**src/rtl/spr_pkg.sv**
```systemverilog
// shared constants, types and helpers of the signed permutation rounder
package spr_pkg;

    localparam int MAX_DIM      = 64;
    localparam int ELEMENT_BITS = 16;
    localparam int COL_BITS     = $clog2(MAX_DIM);
    localparam int CNT_BITS     = $clog2(MAX_DIM + 1);
    localparam int ADDR_BITS    = 3;
    localparam int DATA_BITS    = 32;

    // register map, index of each configuration register
    typedef enum logic {
        REG_ROW_COUNT = 1'b0,
        REG_COL_COUNT = 1'b1
    } t_reg_index;

    typedef logic [COL_BITS-1:0]     t_col;
    typedef logic [CNT_BITS-1:0]     t_count;
    typedef logic [ELEMENT_BITS-1:0] t_magnitude;

    // count of zero acts as one, anything above the maximum acts as the maximum
    function automatic t_count clamp_count(input t_count value);
        t_count result;
        if (value == '0) begin
            result = t_count'(1);
        end else if (value > t_count'(MAX_DIM)) begin
            result = t_count'(MAX_DIM);
        end else begin
            result = value;
        end
        return result;
    endfunction

endpackage

```
**src/rtl/spr_elem_if.sv**
```systemverilog
// element channel: one matrix element per item
interface spr_elem_if;
    import spr_pkg::*;

    logic                           valid;
    logic                           ready;
    logic signed [ELEMENT_BITS-1:0] element_value;

    modport source (output valid, output element_value, input ready);
    modport sink   (input valid, input element_value, output ready);
endinterface

```
**src/rtl/spr_result_if.sv**
```systemverilog
// result channel: one row summary per item
interface spr_result_if;
    import spr_pkg::*;

    logic                valid;
    logic                ready;
    logic [COL_BITS-1:0] row_number;
    logic [COL_BITS-1:0] chosen_column;
    logic                chosen_negative;
    logic                row_nonzero;
    logic                is_signed_permutation;
    logic                final_row;

    modport source (
        output valid, output row_number, output chosen_column, output chosen_negative,
        output row_nonzero, output is_signed_permutation, output final_row,
        input ready
    );
    modport sink (
        input valid, input row_number, input chosen_column, input chosen_negative,
        input row_nonzero, input is_signed_permutation, input final_row,
        output ready
    );
endinterface

```
**src/rtl/signed_permutation_rounder.sv**
```systemverilog
// top level of the signed permutation rounder: row scan, column bitmap and result register
//
// Usage: matrix elements arrive on i_elem in row-major order, one per item.
// At the last element of each row one result item leaves on o_result: the
// row number, the column of the first element of largest magnitude, its sign,
// whether the row held any nonzero element, and on the matrix's last row
// whether the matrix rounds to a signed permutation (final_row marks it).
// Rows and columns per matrix are set over the APB port: register 0 at
// address 0 holds the row count, register 1 at address 4 the column count,
// both reset to 64; write them only while the block is idle.
// The last element of a row passes through the input register and its result
// is then registered in the result register, where the receiver takes it.
// Throughput: one element per cycle while no row-ending element waits on a
// stalled receiver, set by the single compare and bitmap test between the
// input register and the result register.
// Reset (synchronous, active low) empties both registers and starts a new
// matrix at row 0, column 0. When the receiver stalls, the result waits in
// the result register; elements that end no row still flow, and an element
// that ends a row waits in the input register until the result is taken.
module signed_permutation_rounder (
    input  logic                          i_clk,
    input  logic                          i_rst_n,
    spr_elem_if.sink                      i_elem,
    spr_result_if.source                  o_result,
    input  logic                          psel,
    input  logic                          penable,
    input  logic                          pwrite,
    input  logic [spr_pkg::ADDR_BITS-1:0] paddr,
    input  logic [spr_pkg::DATA_BITS-1:0] pwdata,
    output logic [spr_pkg::DATA_BITS-1:0] prdata,
    output logic                          pready
);
    import spr_pkg::*;

    // configuration registers
    t_count r_row_cnt;
    t_count r_col_cnt;

    // input register
    logic                   r_in_valid;
    logic [ELEMENT_BITS-1:0] r_in_elem;

    // scan state
    t_col        r_col_pos;
    t_col        r_row_pos;
    t_magnitude  r_best_mag;
    t_col        r_best_col;
    logic        r_best_neg;
    logic        r_row_nz;
    logic [MAX_DIM-1:0] r_taken;
    logic        r_perm;

    // result register
    logic  r_out_valid;
    t_col  r_out_row;
    t_col  r_out_col;
    logic  r_out_neg;
    logic  r_out_nz;
    logic  r_out_perm;
    logic  r_out_final;

    logic        cfg_write;
    t_reg_index  reg_sel;
    logic        elem_neg;
    t_magnitude  elem_mag;
    logic        take;
    t_magnitude  n_best_mag;
    t_col        n_best_col;
    logic        n_best_neg;
    logic        n_row_nz;
    t_count      cols;
    t_count      rows;
    logic        end_of_row;
    logic        last_row;
    logic        col_dup;
    logic        n_perm;
    logic        go;

    // apb register access
    assign pready    = 1'b1;
    assign reg_sel   = t_reg_index'(paddr[2]);
    assign cfg_write = psel && penable && pwrite && pready;

    always_comb begin
        prdata = '0;
        case (reg_sel)
            REG_ROW_COUNT: prdata[CNT_BITS-1:0] = r_row_cnt;
            REG_COL_COUNT: prdata[CNT_BITS-1:0] = r_col_cnt;
            default:       prdata = '0;
        endcase
    end

    always_ff @(posedge i_clk) begin
        if (!i_rst_n) begin
            r_row_cnt <= t_count'(MAX_DIM);
            r_col_cnt <= t_count'(MAX_DIM);
        end else if (cfg_write) begin
            case (reg_sel)
                REG_ROW_COUNT: r_row_cnt <= pwdata[CNT_BITS-1:0];
                REG_COL_COUNT: r_col_cnt <= pwdata[CNT_BITS-1:0];
                default: ;
            endcase
        end
    end

    // magnitude of the registered element, most negative value held exactly
    assign elem_neg = r_in_elem[ELEMENT_BITS-1];
    assign elem_mag = elem_neg ? (~r_in_elem + t_magnitude'(1)) : r_in_elem;
    assign take     = elem_mag > r_best_mag;

    // best element so far, including this one; strictly larger wins
    assign n_best_mag = take ? elem_mag : r_best_mag;
    assign n_best_col = take ? r_col_pos : r_best_col;
    assign n_best_neg = take ? elem_neg : r_best_neg;
    assign n_row_nz   = take || r_row_nz;

    // row and matrix boundaries
    assign cols       = clamp_count(r_col_cnt);
    assign rows       = clamp_count(r_row_cnt);
    assign end_of_row = ({1'b0, r_col_pos} + t_count'(1)) >= cols;
    assign last_row   = ({1'b0, r_row_pos} + t_count'(1)) >= rows;

    // column already chosen by an earlier row
    assign col_dup = r_taken[n_best_col];
    assign n_perm  = r_perm && n_row_nz && !col_dup;

    // an item moves on unless it ends a row and the result register is blocked
    assign go           = r_in_valid && (!end_of_row || !r_out_valid || o_result.ready);
    assign i_elem.ready = !r_in_valid || go;

    // input register
    always_ff @(posedge i_clk) begin
        if (!i_rst_n) begin
            r_in_valid <= 1'b0;
        end else if (i_elem.ready) begin
            r_in_valid <= i_elem.valid;
        end
    end

    always_ff @(posedge i_clk) begin
        if (i_elem.valid && i_elem.ready) begin
            r_in_elem <= i_elem.element_value;
        end
    end

    // row scan and column bitmap
    always_ff @(posedge i_clk) begin
        if (!i_rst_n) begin
            r_col_pos  <= '0;
            r_row_pos  <= '0;
            r_best_mag <= '0;
            r_best_col <= '0;
            r_best_neg <= 1'b0;
            r_row_nz   <= 1'b0;
            r_taken    <= '0;
            r_perm     <= 1'b1;
        end else if (go) begin
            if (!end_of_row) begin
                r_col_pos  <= r_col_pos + t_col'(1);
                r_best_mag <= n_best_mag;
                r_best_col <= n_best_col;
                r_best_neg <= n_best_neg;
                r_row_nz   <= n_row_nz;
            end else begin
                r_col_pos  <= '0;
                r_best_mag <= '0;
                r_best_col <= '0;
                r_best_neg <= 1'b0;
                r_row_nz   <= 1'b0;
                if (last_row) begin
                    r_row_pos <= '0;
                    r_taken   <= '0;
                    r_perm    <= 1'b1;
                end else begin
                    r_row_pos <= r_row_pos + t_col'(1);
                    r_perm    <= n_perm;
                    if (n_row_nz) begin
                        r_taken[n_best_col] <= 1'b1;
                    end
                end
            end
        end
    end

    // result register
    always_ff @(posedge i_clk) begin
        if (!i_rst_n) begin
            r_out_valid <= 1'b0;
        end else if (go && end_of_row) begin
            r_out_valid <= 1'b1;
        end else if (o_result.ready) begin
            r_out_valid <= 1'b0;
        end
    end

    always_ff @(posedge i_clk) begin
        if (go && end_of_row) begin
            r_out_row   <= r_row_pos;
            r_out_col   <= n_row_nz ? n_best_col : '0;
            r_out_neg   <= n_row_nz && n_best_neg;
            r_out_nz    <= n_row_nz;
            r_out_perm  <= last_row && n_perm;
            r_out_final <= last_row;
        end
    end

    assign o_result.valid                 = r_out_valid;
    assign o_result.row_number            = r_out_row;
    assign o_result.chosen_column         = r_out_col;
    assign o_result.chosen_negative       = r_out_neg;
    assign o_result.row_nonzero           = r_out_nz;
    assign o_result.is_signed_permutation = r_out_perm;
    assign o_result.final_row             = r_out_final;

`ifndef SYNTH
    // a waiting result is never overwritten
    assert property (@(posedge i_clk) disable iff (!i_rst_n)
        (r_out_valid && !o_result.ready) |-> !(go && end_of_row))
        else $error("result register overwritten while stalled");

    // permutation flag only on the last row of a matrix
    assert property (@(posedge i_clk) disable iff (!i_rst_n)
        (o_result.valid && o_result.is_signed_permutation) |-> o_result.final_row)
        else $error("permutation flag outside the final row");

    // a signed permutation needs a nonzero last row
    assert property (@(posedge i_clk) disable iff (!i_rst_n)
        (o_result.valid && o_result.is_signed_permutation) |-> o_result.row_nonzero)
        else $error("permutation flag on an empty row");

    // an empty row reports column zero and positive sign
    assert property (@(posedge i_clk) disable iff (!i_rst_n)
        (o_result.valid && !o_result.row_nonzero)
            |-> (o_result.chosen_column == '0 && !o_result.chosen_negative))
        else $error("empty row with a chosen column or sign");

    // a row ending clears the scan for the next row
    assert property (@(posedge i_clk) disable iff (!i_rst_n)
        (go && end_of_row) |=> (r_col_pos == '0 && !r_row_nz && r_best_mag == '0))
        else $error("row scan not cleared after end of row");
`endif

endmodule
```
**src/flat_wrapper.sv**
```systemverilog
// flat-port wrapper written by rule: the top's interface ports become plain ports
module signed_permutation_rounder_flat import spr_pkg::*;
  (i_clk, i_rst_n, psel, penable, pwrite, paddr, pwdata, prdata, pready, i_elem_valid, i_elem_element_value, i_elem_ready, o_result_valid, o_result_row_number, o_result_chosen_column, o_result_chosen_negative, o_result_row_nonzero, o_result_is_signed_permutation, o_result_final_row, o_result_ready);
  spr_elem_if i_elem_i ();
  spr_result_if o_result_i ();
  input  logic i_clk;
  input  logic i_rst_n;
  input  logic psel;
  input  logic penable;
  input  logic pwrite;
  input  logic [spr_pkg::ADDR_BITS-1:0] paddr;
  input  logic [spr_pkg::DATA_BITS-1:0] pwdata;
  output logic [spr_pkg::DATA_BITS-1:0] prdata;
  output logic pready;
  input wire logic [$bits(i_elem_i.valid)-1:0] i_elem_valid;
  input wire logic [$bits(i_elem_i.element_value)-1:0] i_elem_element_value;
  output wire logic [$bits(i_elem_i.ready)-1:0] i_elem_ready;
  output wire logic [$bits(o_result_i.valid)-1:0] o_result_valid;
  output wire logic [$bits(o_result_i.row_number)-1:0] o_result_row_number;
  output wire logic [$bits(o_result_i.chosen_column)-1:0] o_result_chosen_column;
  output wire logic [$bits(o_result_i.chosen_negative)-1:0] o_result_chosen_negative;
  output wire logic [$bits(o_result_i.row_nonzero)-1:0] o_result_row_nonzero;
  output wire logic [$bits(o_result_i.is_signed_permutation)-1:0] o_result_is_signed_permutation;
  output wire logic [$bits(o_result_i.final_row)-1:0] o_result_final_row;
  input wire logic [$bits(o_result_i.ready)-1:0] o_result_ready;
  assign i_elem_i.valid = i_elem_valid;
  assign i_elem_i.element_value = i_elem_element_value;
  assign i_elem_ready = i_elem_i.ready;
  assign o_result_valid = o_result_i.valid;
  assign o_result_row_number = o_result_i.row_number;
  assign o_result_chosen_column = o_result_i.chosen_column;
  assign o_result_chosen_negative = o_result_i.chosen_negative;
  assign o_result_row_nonzero = o_result_i.row_nonzero;
  assign o_result_is_signed_permutation = o_result_i.is_signed_permutation;
  assign o_result_final_row = o_result_i.final_row;
  assign o_result_i.ready = o_result_ready;
  signed_permutation_rounder u_core (.i_clk(i_clk), .i_rst_n(i_rst_n), .i_elem(i_elem_i), .o_result(o_result_i), .psel(psel), .penable(penable), .pwrite(pwrite), .paddr(paddr), .pwdata(pwdata), .prdata(prdata), .pready(pready));
endmodule
```
**config.mk**
```make
export PLATFORM = sky130hd
export DESIGN_NAME = signed_permutation_rounder_flat
export DESIGN_NICKNAME = d
export VERILOG_FILES = /design/src/rtl/spr_pkg.sv /design/src/rtl/spr_elem_if.sv /design/src/rtl/spr_result_if.sv /design/src/rtl/signed_permutation_rounder.sv /design/src/flat_wrapper.sv
export SDC_FILE = /design/constraint.sdc
export NUM_CORES = 1
export LEC_CHECK = 0
export BUFFER_PORTS_ARGS = -buffer_cell sky130_fd_sc_hd__buf_2
export CAP_MARGIN = 25
export CORE_ASPECT_RATIO = 0.75
export CORE_MARGIN = 4
export CORE_UTILIZATION = 50
export CTS_CLUSTER_DIAMETER = 60
export DETAILED_ROUTE_END_ITERATION = 10
export PLACE_DENSITY = 0.76
export SLEW_MARGIN = 20
export SYNTH_ARGS = -nofsm -noshare
export SYNTH_HDL_FRONTEND = slang
export SYNTH_SLANG_ARGS = --single-unit
export TNS_END_PERCENT = 10
```
**constraint.sdc**
```tcl
create_clock -name i_clk -period 9.07 [get_ports i_clk]
set_input_delay 0 -clock i_clk [delete_from_list [all_inputs] [get_ports i_clk]]
set_output_delay 0 -clock i_clk [all_outputs]
set_load 0.005 [all_outputs]
```
### After elaboration in Yosys (flattened, before gate mapping)

Index checks and enable logic that the tools add are counted.

| word-level totals | value |
|---|---|
| register bits after elaboration | 149 |
| output and inout bits | 51 |

| cells by class | value |
|---|---|
| $add $sub $neg | 5 |
| magnitude comparators | 7 |
| multiplexer cells | 24 |
| bitwise logic cells | 3 |
| reduce and logical (&&, ||, !) cells | 28 |

Operators with widths:

| kind | count |
|---|---|
| $mux 64 | 2 |
| $or 64x64->64 | 1 |
| $mux 16 | 3 |
| $mux 7 | 4 |
| $mux 6 | 4 |
| $add 16x1->16 const B | 1 |
| $gt 16x16->1 | 1 |
| $not 16->16 | 1 |
| $add 6x1->7 const B | 2 |
| $ge 7x7->1 | 2 |
| $gt 7x7->1 const B | 2 |
| $logic_not 7->1 | 2 |
| $pmux 7 s2 | 1 |
| $add 6x1->6 const B | 2 |
| $logic_and 1x1->1 | 10 |
| $mux 1 | 8 |
| $reduce_and 2->1 | 4 |
| $lt 6x7->1 const B | 1 |
| $bmux 1 s6 | 1 |
| $demux 1 s6 | 1 |
| $ge 6x1->1 const B | 1 |
| $reduce_bool 2->1 | 3 |
| $logic_not 1->1 | 4 |
| $logic_or 1x1->1 | 4 |
| other kinds (2) | 2 |

### Logic depth before layout (Yosys ltp)

| logic depth | value |
|---|---|
| depth after elaboration | 12 |
| depth in mapped cells | 21 |

### Least setup slack after synthesis

OpenSTA, ideal clock, no wires.

| path | value |
|---|---|
| path kind | register to register |
| start | register u_core.r_in_elem[5] |
| end | register u_core.r_out_perm (netlist: u_core.o_result.is_signed_permutation) (data pin) |
| setup time | 0.256 ns |
| arrival | 4.070 ns |
| slack | 4.744 ns |
| stages on the path, launching flop included | 17 |
| path buffers | 0 |
| clock period less this slack | 4.326 ns |
| path through | edfxtp_1 nor4_1 nand3_1 o31ai_1 xnor2_1 ha_1 nand4_2 or4_4 a21oi_4 nor2_2 o31ai_4 a222oi_1 and3_1 o311a_1 and4_1 nand4_1 nor2_1 |

| on the way | value |
|---|---|
| cells in the longest elaborated chain, start to end | 10 |
| elaborated cells between the ends (all ways) | 12 |
| those cells by class | 1 x add/sub; 1 x order compare; 4 x mux; 1 x bitwise; 5 x reduce/logical |

RTL lines:

| what | RTL line | text |
|---|---|---|
| start, declared | signed_permutation_rounder.sv:41 | `logic [ELEMENT_BITS-1:0] r_in_elem;` |
| start signal, assigned | signed_permutation_rounder.sv:142 | `r_in_elem <= i_elem.element_value;` |
| $not 16->16 | signed_permutation_rounder.sv:108 | `assign elem_mag = elem_neg ? (~r_in_elem + t_magnitude'(1)) : r_in_elem;` |
| $add 16x1->16 | signed_permutation_rounder.sv:108 |  |
| $mux 16 * | signed_permutation_rounder.sv:108 |  |
| $gt 16x16->1 * | signed_permutation_rounder.sv:109 | `assign take = elem_mag > r_best_mag;` |
| $mux 6 | signed_permutation_rounder.sv:113 | `assign n_best_col = take ? r_col_pos : r_best_col;` |
| $bmux 1 s6 | signed_permutation_rounder.sv:124 | `assign col_dup = r_taken[n_best_col];` |
| $mux 1 (not written as such) | signed_permutation_rounder.sv:124 |  |
| $logic_not 1->1 | signed_permutation_rounder.sv:125 | `assign n_perm = r_perm && n_row_nz && !col_dup;` |
| $logic_and 1x1->1 * | signed_permutation_rounder.sv:125 |  |
| $logic_and 1x1->1 * | signed_permutation_rounder.sv:202 | `r_out_perm <= last_row && n_perm;` |
| end signal, assigned | signed_permutation_rounder.sv:202 |  |
| end, declared | signed_permutation_rounder.sv:59 | `logic r_out_perm;` |

Every way passes the cells marked *; elsewhere a longest branch is shown, timed or not. The select of a mux whose other input is x is not followed.
A chain may end at the register's enable or synchronous reset.

### Final worst setup path

| path | value |
|---|---|
| start | register u_core.r_in_elem[3] |
| end | register u_core.r_out_perm (netlist: u_core.o_result.is_signed_permutation) (data pin) |

Same word-level chain as after synthesis.

==> results.sh <==
export IMPL_status="completed"
export IMPL_cts_tree="yes"
export IMPL_ios=109
export IMPL_end_kind="flip-flop"
export IMPL_synthTopCellsByArea="dfxtp_1 29%, edfxtp_1 12%, nand2_1 6.2%, ha_1 5.1%, o21ai_0 4.2%"
export IMPL_path_clk_slew_ns=0.07
export IMPL_dieArea_um2=18230
export IMPL_std_cell_rows=39
export IMPL_async_flop_share_pct=0
export IMPL_htree_levels=4
export IMPL_final_common_cell="nand2_1"
export IMPL_ant_nets=0
export IMPL_fin_setup_tns_ns=0
export IMPL_power_w=0.001621
export IMPL_r2r_setup_slack_ns=3.75
export IMPL_min_delay_path_depth=5
export IMPL_grt_pass1_vias=6394
export IMPL_min_path_type="in -> reg"
export IMPL_timing_final_crit_share_pct=58.70
export IMPL_clock_sinks=149
export IMPL_syn_inst=905
export IMPL_grt_overflow=0
export IMPL_synth_warnings=0
export IMPL_die_x_um=154.6
export IMPL_rr_worst_depth=16
export IMPL_pre_cts_ws_ns=3.886
export IMPL_synth_top_area_cell="dfxtp_1"
export IMPL_fin_skew_ns=0.01302
export IMPL_synth_distinct_cells=74
export IMPL_routed_wl_um=19690
export IMPL_ys_ff_latch=149
export IMPL_vias_per_cell=5.844
export IMPL_min_to="u_core.r_col_cnt[0]"
export IMPL_fillCellCount=1344
export IMPL_fin_area_um2=9230
export IMPL_crit_required_ns=9.26
export IMPL_fin_util_pct=59.48
export IMPL_dpl_hpwl_um=13650
export IMPL_clock_root_buffer="clkbuf_16"
export IMPL_fin_crit_ns=5.324
export IMPL_hold_viol_final=0
export IMPL_num_vias=6954
export IMPL_first_iter_violations=845
export IMPL_grt_setup_unrepaired="no"
export IMPL_setup_viol=0
export IMPL_routabilityCongestion=0.9055
export IMPL_maxCapViolations=0
export IMPL_min_from="penable"
export IMPL_drive_gt1_share_pct=12.99
export IMPL_clock_fmax_ghz=0.1878
export IMPL_rr_endpoint="u_core.o_result.is_signed_permutation"
export IMPL_place_area_um2=8397
export IMPL_criticalPathCategory="reg -> reg"
export IMPL_area_growth_syn_to_layout_pct=14.59
export IMPL_clock_latency_ns=0.44
export IMPL_initial_core_util_pct=51.91
export IMPL_grt_pass1_wl_um=32510
export IMPL_regArea_um2=3303
export IMPL_antenna_found_initial=0
export IMPL_port_buffers=55
export IMPL_start_kind="flip-flop"
export IMPL_pwr_density_cell_nw_per_um2=175.6
export IMPL_postCtsSetupBuffers=0
export IMPL_diodes=0
export IMPL_fin_nets=1063
export IMPL_grt_usage_pct=21.61
export IMPL_slew_headroom_pct=36.42
export IMPL_critPathMaxFanout=31
export IMPL_leakagePower_nw=3.314
export IMPL_wire_per_inst_um=16.55
export IMPL_dieHeight_um=117.9
export IMPL_grt_max_degree=57
export IMPL_ir_worst_vdd_v=0.0001276
export IMPL_numCtsBuffers=17
export IMPL_avgSynthCellArea_um2=8.901
export IMPL_syn_area_um2=8055
export IMPL_synth_top_area_share_pct=29.08
export IMPL_seq_area_frac_synth_pct=41.01
export IMPL_drv_slew=0
export IMPL_synth_ff_type="dfxtp_1"
export IMPL_cp_arrival_ns=5.51
export IMPL_ctsResizeCount=0
export IMPL_clockBufferDepth=2
export IMPL_setup_ws_ns=3.746
export IMPL_multi_input_area_um2=4380
export IMPL_synth_edf_count=32
export IMPL_worst_pin_slew_ns=0.9433
export IMPL_drt_drc_violations_left=0
export IMPL_r2r_start="u_core.r_in_elem[3]"
export IMPL_core_area_um2=15520
export IMPL_first_pass_iters=5
export IMPL_mostFrequentLayoutCells="132 x nand2_1, 117 x dfxtp_1, 68 x o21ai_0"
## through the flow
step / hold WS, ns / instances
after floorplan: 0.09887 / 929
after global placement: 0.1764 / 1132
after detailed placement: 0.1785 / 1133
after CTS: 0.09915 / 1190
after global routing: 0.1288 / 1190
final: 0.09755 / 1190
## Yosys cell counts (all sizes together), types with 7 or more instances
cell	count
inv	30
nor3	17
edfxtp	32
nand4	8
dfxtp	117
a21boi	20
xnor2	18
nand2	132
and3	9
nand2b	9
buf	36
clkbuf	29
nor2b	34
o31ai	10
a21oi	37
nor2	57
a31oi	10
a22o	12
mux2i	17
a22oi	34
a21o	14
o211ai	7
nand3	19
ha	33
mux2	15
o21ai	74
o22ai	8
## what timing repair did
| action | CTS | global route |
|---|---|---|
| hold endpoints to repair | 32 | 0 |
| setup endpoints to repair | 0 | 0 |
| hold buffers | 25 | 0 |
## report_power, final
group | switching [W] | internal (W) | leakage [nW] | total [W]
clock | 0.000309 | 0.000388 | 0.288 | 0.000697
sequential | 0.0000148 | 0.000692 | 1.24 | 0.000707
combinational | 0.000135 | 0.0000820 | 1.79 | 0.000217
total | 0.000458 | 0.00116 | 3.31 | 0.00162
## logic make-up after synthesis
group           Yosys count  synth area share [%]
compound gates          259                 22.29
xor+xnor                 21                 2.283
fa+ha+maj                33                 5.126
buf+inv                  96                 5.871
flops                   149                 41.01
mux                      36                 5.374
other cells               2               0.09323
simple gates            309                 17.96
## final cells by class
class                      instances  share of cell area [%]
clock inverter                    15                   1.708
inverter                          31                   1.261
timing repair buffer              89                   6.398
tap                              205                   2.779
sequential                       149                   35.79
multi-input combinational        684                   47.46
clock buffer                      17                   4.609
## state kept, by name, indices dropped and copies added (netlist names)
name,flops
u_core.o_result.chosen_negative,1
u_core.r_best_mag,16
u_core.o_result.chosen_column,6
u_core.r_row_pos,6
u_core.r_taken,64
u_core.o_result.row_nonzero,1
u_core.o_result.row_number,6
u_core.o_result.is_signed_permutation,1
u_core.r_row_cnt,7
u_core.r_col_pos,6
u_core.r_in_valid,1
u_core.r_col_cnt,7
u_core.r_best_col,6
u_core.o_result.valid,1
u_core.r_perm,1
u_core.r_in_elem,16
u_core.o_result.final_row,1
u_core.r_row_nz,1
u_core.r_best_neg,1
## worst max path at each step
stage	slack, ns	end	startpoint	cells after the start
floorplan	4.74	u_core.o_result.is_signed_permutation	u_core.r_in_elem[5]	16
global placement	4.00	u_core.o_result.is_signed_permutation	u_core.r_in_elem[3]	16
detailed placement	3.89	u_core.o_result.is_signed_permutation	u_core.r_in_elem[3]	16
CTS	3.83	u_core.o_result.is_signed_permutation	u_core.r_in_elem[3]	16
global route	3.45	u_core.o_result.is_signed_permutation	u_core.r_in_elem[3]	16
finish	3.75	u_core.o_result.is_signed_permutation	u_core.r_in_elem[3]	16
## worst max-delay path, cell delays in order (launching register included)
cell and delay (ns):
edfxtp_1 0.46, nor4_1 0.52, nand3_1 0.26, o31ai_1 0.30, xnor2_1 0.13, ha_1 0.32
nand4_2 0.17, or4_4 0.60, a21oi_4 0.29, o31ai_4 0.07, buf_4 0.25, o31ai_2 0.75
a22oi_1 0.12, and3_1 0.23, or3_1 0.36, nand4_1 0.17, nor2_1 0.07
## layer usage
metal | global-route usage [%] | wire, µm | vias up
li1 | - | - | 3368
met1 | 31.29 | 9150 | 3255
met2 | 31.73 | 8616 | 293
met3 | 5.255 | 1595 | 38
met4 | 6.674 | 327 | 0
met5 | 0 | 0 | -
(Power assumes the default switching activity.)
